**src/rtl/cgl_pkg.sv**
```systemverilog
// ----------------------------------------------------------------------------
// cgl_pkg
// Shared constants and types for the color gradient ramp.
// ----------------------------------------------------------------------------
package cgl_pkg;

    localparam int MAX_STOPS_DEF = 7;
    localparam int FRAC_BITS_DEF = 16;

    localparam int CH_W       = 8;
    localparam int NUM_CH     = 4;
    localparam int COLOR_W    = CH_W * NUM_CH;
    localparam int COUNT_W    = 3;
    localparam int STOP_IDX_W = 3;
    localparam int CFG_IDX_W  = 3;

    localparam logic [CFG_IDX_W-1:0] REG_COUNT  = 3'd0;
    localparam logic [CFG_IDX_W-1:0] REG_COLOR0 = 3'd1;

    localparam logic [CH_W-1:0] ALPHA_OPAQUE = 8'hFF;

    localparam int QUEUE_DEPTH = 2;

    typedef struct packed {
        logic                  black;
        logic [STOP_IDX_W-1:0] idx;
    } t_cmd;

endpackage

```
**src/rtl/cgl_front.sv**
```systemverilog
// ----------------------------------------------------------------------------
// cgl_front
// Accepts positions and classifies them into a segment index and a blend
// fraction, or an opaque black result.
// ----------------------------------------------------------------------------
module cgl_front #(
    parameter int MAX_STOPS = 7,
    parameter int FRAC_BITS = 16
) (
    input  logic                          i_valid,
    output logic                          o_ready,
    input  logic signed [FRAC_BITS+1:0]   i_t_position,
    input  logic [cgl_pkg::COUNT_W-1:0]   i_count,
    output logic                          o_push,
    output cgl_pkg::t_cmd                 o_cmd,
    output logic [FRAC_BITS-1:0]          o_frac,
    input  logic                          i_full
);
    import cgl_pkg::*;

    logic [COUNT_W-1:0]     cnt_eff;
    logic [COUNT_W-1:0]     cnt_m1;
    logic                   t_low;
    logic                   t_high;
    logic [FRAC_BITS+2:0]   scaled;

    assign o_ready = !i_full;
    assign o_push  = i_valid && !i_full;

    always_comb begin
        cnt_eff = (i_count > COUNT_W'(MAX_STOPS)) ? COUNT_W'(MAX_STOPS) : i_count;
        cnt_m1  = cnt_eff - COUNT_W'(1);
        t_low   = i_t_position[FRAC_BITS+1] || (i_t_position == '0);
        t_high  = !i_t_position[FRAC_BITS+1] && i_t_position[FRAC_BITS];
        scaled  = (FRAC_BITS+3)'(i_t_position[FRAC_BITS-1:0]) * (FRAC_BITS+3)'(cnt_m1);

        o_cmd.black = 1'b0;
        o_cmd.idx   = '0;
        o_frac      = '0;
        if (cnt_eff == '0) begin
            o_cmd.black = 1'b1;
        end else if (cnt_eff == COUNT_W'(1) || t_low) begin
            o_cmd.idx = '0;
        end else if (t_high) begin
            o_cmd.idx = STOP_IDX_W'(cnt_m1);
        end else begin
            o_cmd.idx = scaled[FRAC_BITS+2:FRAC_BITS];
            o_frac    = scaled[FRAC_BITS-1:0];
        end
    end

endmodule

```
**src/rtl/cgl_queue.sv**
```systemverilog
// ----------------------------------------------------------------------------
// cgl_queue
// Short queue that decouples classification from the blend pipeline.
// ----------------------------------------------------------------------------
module cgl_queue #(
    parameter int WIDTH = 20
) (
    input  logic             i_clk,
    input  logic             i_rst_n,
    input  logic             i_push,
    input  logic [WIDTH-1:0] i_data,
    output logic             o_full,
    input  logic             i_pop,
    output logic             o_valid,
    output logic [WIDTH-1:0] o_data
);
    import cgl_pkg::*;

    localparam int PTR_W = $clog2(QUEUE_DEPTH);
    localparam int CNT_W = PTR_W + 1;

    logic [WIDTH-1:0] r_mem [QUEUE_DEPTH];
    logic [PTR_W-1:0] r_wr_ptr, n_wr_ptr;
    logic [PTR_W-1:0] r_rd_ptr, n_rd_ptr;
    logic [CNT_W-1:0] r_count, n_count;

    assign o_full  = (r_count == CNT_W'(QUEUE_DEPTH));
    assign o_valid = (r_count != '0);
    assign o_data  = r_mem[r_rd_ptr];

    always_comb begin
        n_wr_ptr = r_wr_ptr + PTR_W'(i_push);
        n_rd_ptr = r_rd_ptr + PTR_W'(i_pop);
        n_count  = r_count + CNT_W'(i_push) - CNT_W'(i_pop);
    end

    always_ff @(posedge i_clk) begin
        if (!i_rst_n) begin
            r_wr_ptr <= '0;
            r_rd_ptr <= '0;
            r_count  <= '0;
        end else begin
            r_wr_ptr <= n_wr_ptr;
            r_rd_ptr <= n_rd_ptr;
            r_count  <= n_count;
        end
    end

    always_ff @(posedge i_clk) begin
        if (i_push) begin
            r_mem[r_wr_ptr] <= i_data;
        end
    end

    a_no_overflow: assert property (@(posedge i_clk) disable iff (!i_rst_n)
        r_count <= CNT_W'(QUEUE_DEPTH))
        else $error("queue count above depth");

    a_pop_nonempty: assert property (@(posedge i_clk) disable iff (!i_rst_n)
        i_pop |-> o_valid)
        else $error("pop from empty queue");

    a_count_track: assert property (@(posedge i_clk) disable iff (!i_rst_n)
        (i_push && !i_pop) |=> (r_count == $past(r_count) + CNT_W'(1)))
        else $error("queue count did not advance on push");

endmodule

```
**src/rtl/cgl_back.sv**
```systemverilog
// ----------------------------------------------------------------------------
// cgl_back
// Two-stage blend pipeline: channel differences times fraction, then add
// the floored step to the lower stop, or give opaque black.
// ----------------------------------------------------------------------------
module cgl_back #(
    parameter int MAX_STOPS = 7,
    parameter int FRAC_BITS = 16
) (
    input  logic                                             i_clk,
    input  logic                                             i_rst_n,
    input  logic                                             i_valid,
    output logic                                             o_pop,
    input  cgl_pkg::t_cmd                                    i_cmd,
    input  logic [FRAC_BITS-1:0]                             i_frac,
    input  logic [MAX_STOPS-1:0][cgl_pkg::COLOR_W-1:0]       i_colors,
    output logic                                             o_valid,
    input  logic                                             i_ready,
    output logic [cgl_pkg::CH_W-1:0]                         o_red,
    output logic [cgl_pkg::CH_W-1:0]                         o_green,
    output logic [cgl_pkg::CH_W-1:0]                         o_blue,
    output logic [cgl_pkg::CH_W-1:0]                         o_alpha
);
    import cgl_pkg::*;

    localparam int IDX_W  = (MAX_STOPS > 1) ? $clog2(MAX_STOPS) : 1;
    localparam int PROD_W = CH_W + FRAC_BITS + 2;

    logic [MAX_STOPS-1:0][2*COLOR_W-1:0] pair;
    logic [2*COLOR_W-1:0]                sel;
    logic [COLOR_W-1:0]                  c_lo;
    logic [COLOR_W-1:0]                  c_hi;
    logic signed [FRAC_BITS:0]           frac_s;
    logic signed [CH_W:0]                diff [NUM_CH];
    logic signed [PROD_W-1:0]            prod [NUM_CH];
    logic [CH_W-1:0]                     sum  [NUM_CH];

    logic                     r_s1_valid;
    logic                     r_s1_black;
    logic [CH_W-1:0]          r_s1_base [NUM_CH];
    logic signed [PROD_W-1:0] r_s1_prod [NUM_CH];
    logic                     r_out_valid;
    logic [CH_W-1:0]          r_out [NUM_CH];

    logic adv_out;
    logic load_s1;

    always_comb begin
        for (int k = 0; k < MAX_STOPS; k++) begin
            if (k == MAX_STOPS - 1) begin
                pair[k] = {i_colors[k], i_colors[k]};
            end else begin
                pair[k] = {i_colors[k+1], i_colors[k]};
            end
        end
    end

    assign sel    = pair[i_cmd.idx[IDX_W-1:0]];
    assign c_lo   = sel[COLOR_W-1:0];
    assign c_hi   = sel[2*COLOR_W-1:COLOR_W];
    assign frac_s = {1'b0, i_frac};

    always_comb begin
        for (int ch = 0; ch < NUM_CH; ch++) begin
            diff[ch] = $signed({1'b0, c_hi[COLOR_W-1-CH_W*ch -: CH_W]})
                     - $signed({1'b0, c_lo[COLOR_W-1-CH_W*ch -: CH_W]});
            prod[ch] = PROD_W'(diff[ch]) * PROD_W'(frac_s);
            sum[ch]  = r_s1_base[ch] + r_s1_prod[ch][FRAC_BITS +: CH_W];
        end
    end

    assign adv_out = r_s1_valid && (!r_out_valid || i_ready);
    assign load_s1 = !r_s1_valid || adv_out;
    assign o_pop   = i_valid && load_s1;

    always_ff @(posedge i_clk) begin
        if (!i_rst_n) begin
            r_s1_valid  <= 1'b0;
            r_out_valid <= 1'b0;
        end else begin
            if (load_s1) begin
                r_s1_valid <= i_valid;
            end
            if (adv_out) begin
                r_out_valid <= 1'b1;
            end else if (i_ready) begin
                r_out_valid <= 1'b0;
            end
        end
    end

    always_ff @(posedge i_clk) begin
        if (o_pop) begin
            r_s1_black <= i_cmd.black;
            for (int ch = 0; ch < NUM_CH; ch++) begin
                r_s1_base[ch] <= c_lo[COLOR_W-1-CH_W*ch -: CH_W];
                r_s1_prod[ch] <= prod[ch];
            end
        end
        if (adv_out) begin
            if (r_s1_black) begin
                r_out[0] <= '0;
                r_out[1] <= '0;
                r_out[2] <= '0;
                r_out[3] <= ALPHA_OPAQUE;
            end else begin
                for (int ch = 0; ch < NUM_CH; ch++) begin
                    r_out[ch] <= sum[ch];
                end
            end
        end
    end

    assign o_valid = r_out_valid;
    assign o_red   = r_out[0];
    assign o_green = r_out[1];
    assign o_blue  = r_out[2];
    assign o_alpha = r_out[3];

    a_s1_drains: assert property (@(posedge i_clk) disable iff (!i_rst_n)
        (r_s1_valid && !r_out_valid) |=> r_out_valid)
        else $error("blend stage stalled with empty output");

endmodule

```
**src/rtl/color_gradient_lerp.sv**
```systemverilog
// ----------------------------------------------------------------------------
// color_gradient_lerp
// Piecewise-linear RGBA8 color ramp over up to seven configurable stops.
// An accepted input passes through the queue write, the multiply stage and the
// output register. Throughput: one item per cycle while the output is not
// stalled, set by the single blend pipeline. Reset is synchronous, active low:
// stop count and stop colors clear to zero, queue and pipeline empty.
// ----------------------------------------------------------------------------
module color_gradient_lerp #(
    parameter int MAX_STOPS = cgl_pkg::MAX_STOPS_DEF,
    parameter int FRAC_BITS = cgl_pkg::FRAC_BITS_DEF
) (
    input  logic                              i_clk,
    input  logic                              i_rst_n,
    input  logic                              i_cfg_we,
    input  logic [cgl_pkg::CFG_IDX_W-1:0]     i_cfg_idx,
    input  logic [cgl_pkg::COLOR_W-1:0]       i_cfg_data,
    input  logic                              i_valid,
    output logic                              o_ready,
    input  logic signed [FRAC_BITS+1:0]       i_t_position,
    output logic                              o_valid,
    input  logic                              i_ready,
    output logic [cgl_pkg::CH_W-1:0]          o_red,
    output logic [cgl_pkg::CH_W-1:0]          o_green,
    output logic [cgl_pkg::CH_W-1:0]          o_blue,
    output logic [cgl_pkg::CH_W-1:0]          o_alpha
);
    import cgl_pkg::*;

    localparam int Q_W = $bits(t_cmd) + FRAC_BITS;

    logic [COUNT_W-1:0]                r_count;
    logic [MAX_STOPS-1:0][COLOR_W-1:0] r_colors;

    logic                 push;
    logic                 full;
    t_cmd                 f_cmd;
    logic [FRAC_BITS-1:0] f_frac;
    logic                 q_valid;
    logic                 q_pop;
    logic [Q_W-1:0]       q_data;
    t_cmd                 b_cmd;
    logic [FRAC_BITS-1:0] b_frac;

    always_ff @(posedge i_clk) begin
        if (!i_rst_n) begin
            r_count  <= '0;
            r_colors <= '0;
        end else if (i_cfg_we) begin
            if (i_cfg_idx == REG_COUNT) begin
                r_count <= i_cfg_data[COUNT_W-1:0];
            end
            for (int k = 0; k < MAX_STOPS; k++) begin
                if (i_cfg_idx == CFG_IDX_W'(REG_COLOR0 + CFG_IDX_W'(k))) begin
                    r_colors[k] <= i_cfg_data;
                end
            end
        end
    end

    cgl_front #(
        .MAX_STOPS (MAX_STOPS),
        .FRAC_BITS (FRAC_BITS)
    ) u_front (
        .i_valid      (i_valid),
        .o_ready      (o_ready),
        .i_t_position (i_t_position),
        .i_count      (r_count),
        .o_push       (push),
        .o_cmd        (f_cmd),
        .o_frac       (f_frac),
        .i_full       (full)
    );

    cgl_queue #(
        .WIDTH (Q_W)
    ) u_queue (
        .i_clk   (i_clk),
        .i_rst_n (i_rst_n),
        .i_push  (push),
        .i_data  ({f_cmd, f_frac}),
        .o_full  (full),
        .i_pop   (q_pop),
        .o_valid (q_valid),
        .o_data  (q_data)
    );

    assign b_cmd  = q_data[Q_W-1:FRAC_BITS];
    assign b_frac = q_data[FRAC_BITS-1:0];

    cgl_back #(
        .MAX_STOPS (MAX_STOPS),
        .FRAC_BITS (FRAC_BITS)
    ) u_back (
        .i_clk    (i_clk),
        .i_rst_n  (i_rst_n),
        .i_valid  (q_valid),
        .o_pop    (q_pop),
        .i_cmd    (b_cmd),
        .i_frac   (b_frac),
        .i_colors (r_colors),
        .o_valid  (o_valid),
        .i_ready  (i_ready),
        .o_red    (o_red),
        .o_green  (o_green),
        .o_blue   (o_blue),
        .o_alpha  (o_alpha)
    );

    a_black_out: assert property (@(posedge i_clk) disable iff (!i_rst_n)
        (o_valid && r_count == '0) |->
            (o_red == '0 && o_green == '0 && o_blue == '0 && o_alpha == ALPHA_OPAQUE))
        else $error("no stops but result is not opaque black");

endmodule
```
**config.mk**
```make
export PLATFORM = sky130hd
export DESIGN_NAME = color_gradient_lerp
export DESIGN_NICKNAME = d
export VERILOG_FILES = /design/src/rtl/cgl_pkg.sv /design/src/rtl/cgl_front.sv /design/src/rtl/cgl_queue.sv /design/src/rtl/cgl_back.sv /design/src/rtl/color_gradient_lerp.sv
export SDC_FILE = /design/constraint.sdc
export NUM_CORES = 2
export LEC_CHECK = 0
export ABC_CLOCK_PERIOD_IN_PS = 21800
export BUFFER_PORTS_ARGS = -buffer_cell sky130_fd_sc_hd__buf_2
export CAP_MARGIN = 20
export CORE_ASPECT_RATIO = 1.5
export CORE_MARGIN = 2
export CORE_UTILIZATION = 30
export DETAILED_ROUTE_END_ITERATION = 7
export PLACE_DENSITY_LB_ADDON = 0.12
export SYNTH_ARGS = -nofsm -noshare
export SYNTH_HDL_FRONTEND = slang
export SYNTH_HIERARCHICAL = 1
export SYNTH_SLANG_ARGS = --single-unit
```
**constraint.sdc**
```tcl
create_clock -name i_clk -period 21.8 [get_ports i_clk]
set_input_delay 3.27 -clock i_clk [delete_from_list [all_inputs] [get_ports i_clk]]
set_output_delay 3.27 -clock i_clk [all_outputs]
set_load 0.01 [all_outputs]
```
==> results.toml <==
[critical_path]
critPathMaxStageDelay_ns = 0.69
end_kind = "flip-flop"
r2r-end = "u_back/r_s1_prod[2][23]"
cp.arrival_ns = 9.77
rrSetupSlack_ns = 12.37
cpMostUsedCell = "fa_1"
cp_data_required_time_ns = 22.14
slowest_stage = "buf_4"
critical_path_class = "reg -> reg"
startpoint_type = "flip-flop"
ff2ff_path_depth = 28
cp_max_fo = 57

[drt]
wl_per_cell_um = 19.1
vias_per_cell = 4.78
firstDrtPassIters = 5
drtIter0Drc = 1022
drcViolationCount = 0
ant_nets = 0
num_vias = 25695
drt_wl_total_um = 103000

[die]
rows = 158
io_pins = 92
dieArea_um2 = 127000
start_util = 0.302
core_area_um2 = 124000
die_w_um = 292
die_y_um = 436

[timing]
post-route-period-util = 0.433
tightestPinTransition_ns = 1.02
slew_violations = 0
hold_viol = 0
slew_headroom = 0.320
fin_setup_tns_ns = 0
rsz0062_at_grt = "no"
fmax_mhz = 106
skew_ns = 0.0204
min_period_ns = 9.44
setup_viol = 0

[yosys]
synth_ff_type = "dfxtp_1"
syn_inst = 3751
async_flop_share = 0
synth_top_area_cell = "fa_1"
synth_top_area_frac = 0.223
avgSynthCellArea_um2 = 9.95
yosysSeqAreaShare = 0.236
yosysWarningCount = 6
synth_enable_flop_cells = 137
synth.area.top_cells = "fa_1, dfxtp_1, edfxtp_1"
synth_commonest_cells = "nand2_1, fa_1, inv_1, ha_1, mux2i_1"
yosysUniqueCellTypes = 77
synth.most_common_cell = "nand2_1"
ys_ff_latch = 371
synth_area_um2 = 37300
syn_nets = 4531

[hold_path]
hold_start = "r_colors[191]"
hold_path_class = "reg -> reg"
hold_depth = 2
min_to = "r_colors[191]"

[clock_tree]
htreeDepth = 2
cts_buffers = 43
clockRootBuffer = "clkbuf_16"
clk_path_buf_depth = 3
cts.repair.resized = 0
clock_latency_ns = 0.60
ctsHoldBuffers = 0
cts_tree = "yes"
clk_pin_slew_ns = 0.06
post_cts_buffers = 0
cts.sinks = 371

[place]
globalplace.congestion = 0.757
dp_hpwl_um = 72000
place.port_buffers = 91

[finish]
nNetsFinal = 4519
drive_above_1_share = 0.104
n_fill_cell = 12695
area.growth.synth_to_final_pct = 9.45

[global_route]
grt_max_degree = 165
grt_pass1_vias = 28113
grt_usage = 0.165
grt_first_pass_wirelength_um = 164000
antenna_found_initial = 1
grt-ovfl-total = 0

[status]
status = "finished clean"

[run]
maxCapViolations = 0
-- cells in the final DEF (no fill, tap or decap), types with 57 or more instances in the layout --
master and n:
mux2i_1 288, nor2b_1 57, buf_4 60, nand2_1 502
buf_2 90, inv_1 398, ha_1 307, dfxtp_1 234
and2_1 249, mux4_2 64, edfxtp_1 137, nand2b_1 84
nor2_1 163, o21ai_0 78, a21oi_1 135, fa_1 415
-- cell type report --
cell class	instances	area, um2	area share
Antenna cell	1	2.50	0.0000613
Clock buffer	55	1220	0.0299
Clock inverter	25	215	0.00527
Inverter	399	1500	0.0367
Multi-Input combinational cell	2768	26100	0.638
Sequential cell	371	8800	0.215
Tap cell	1600	2000	0.0490
Timing Repair Buffer	156	1030	0.0252
-- layer usage --
layer / up-vias / track usage / routed length, um
met2: 246 / 0.303 / 53100
met3: 98 / 0.0145 / 2350
li1: 12292 / - / -
met1: 13059 / 0.208 / 44700
met4: 0 / 0.0403 / 2400
met5: - / 0 / 0
-- flip-flops by register name (all words and copies together) (netlist names), named ones only --
name	cells
u_queue/r_mem	40
u_back/r_out	32
u_back/r_s1_valid	1
r_colors	224
u_queue/r_wr_ptr	1
u_back/o_valid	1
r_count	3
u_back/r_s1_prod	32
u_back/r_s1_base	32
u_back/r_s1_black	1
u_queue/r_rd_ptr	1
u_queue/r_count	2
-- logic make-up after synthesis --
group           synth area share
compound gates            0.0581
xor+xnor                  0.0236
fa+ha+maj                  0.326
buf+inv                   0.0685
flops                      0.236
mux                        0.124
simple gates               0.165
-- per-stage QoR --
step / util / setup slack, ns / cell area, um2 / hold WS, ns / std cells
after CTS: 0.330 / 12.24 / 40800 / 0.457 / 5374
after global routing: 0.330 / 11.67 / 40800 / 0.468 / 5374
after floorplan: - / 12.15 / 37300 / 0.432 / 3751
final: 0.330 / 12.37 / 40800 / 0.453 / 5375
after detailed placement: 0.319 / 12.27 / 39400 / 0.448 / 5294
after global placement: 0.318 / 12.35 / 39300 / 0.441 / 5292
-- critical path: cells and delay by family, from the launching register on --
kind | cells | cell delay (ns)
AND/OR/NAND/NOR | 2 | 0.68
XOR/XNOR | 1 | 0.10
multiplexers | 2 | 0.98
flip-flops | 1 | 0.43
AO/OA/AOI/OAI | 11 | 2.66
buffers and inverters | 5 | 1.17
adder cells (fa/ha/maj) | 7 | 3.03
-- worst max-delay path by stage --
stage	start	endpoint	slack [ns]	depth (start not counted)
after floorplan	i_ready	u_queue/r_count[1]	12.15	7
after global placement	flip-flop	u_back/r_s1_prod[2][23]	12.35	28
final	flip-flop	u_back/r_s1_prod[2][23]	12.37	28
after global routing	flip-flop	u_back/r_s1_prod[2][23]	11.67	28
after detailed placement	flip-flop	u_back/r_s1_prod[2][23]	12.27	28
after CTS	flip-flop	u_back/r_s1_prod[2][23]	12.24	28
Power is left out: the tool's default activity adds up to more than one toggle a clock period on the data nets, which glitch-free logic cannot reach.
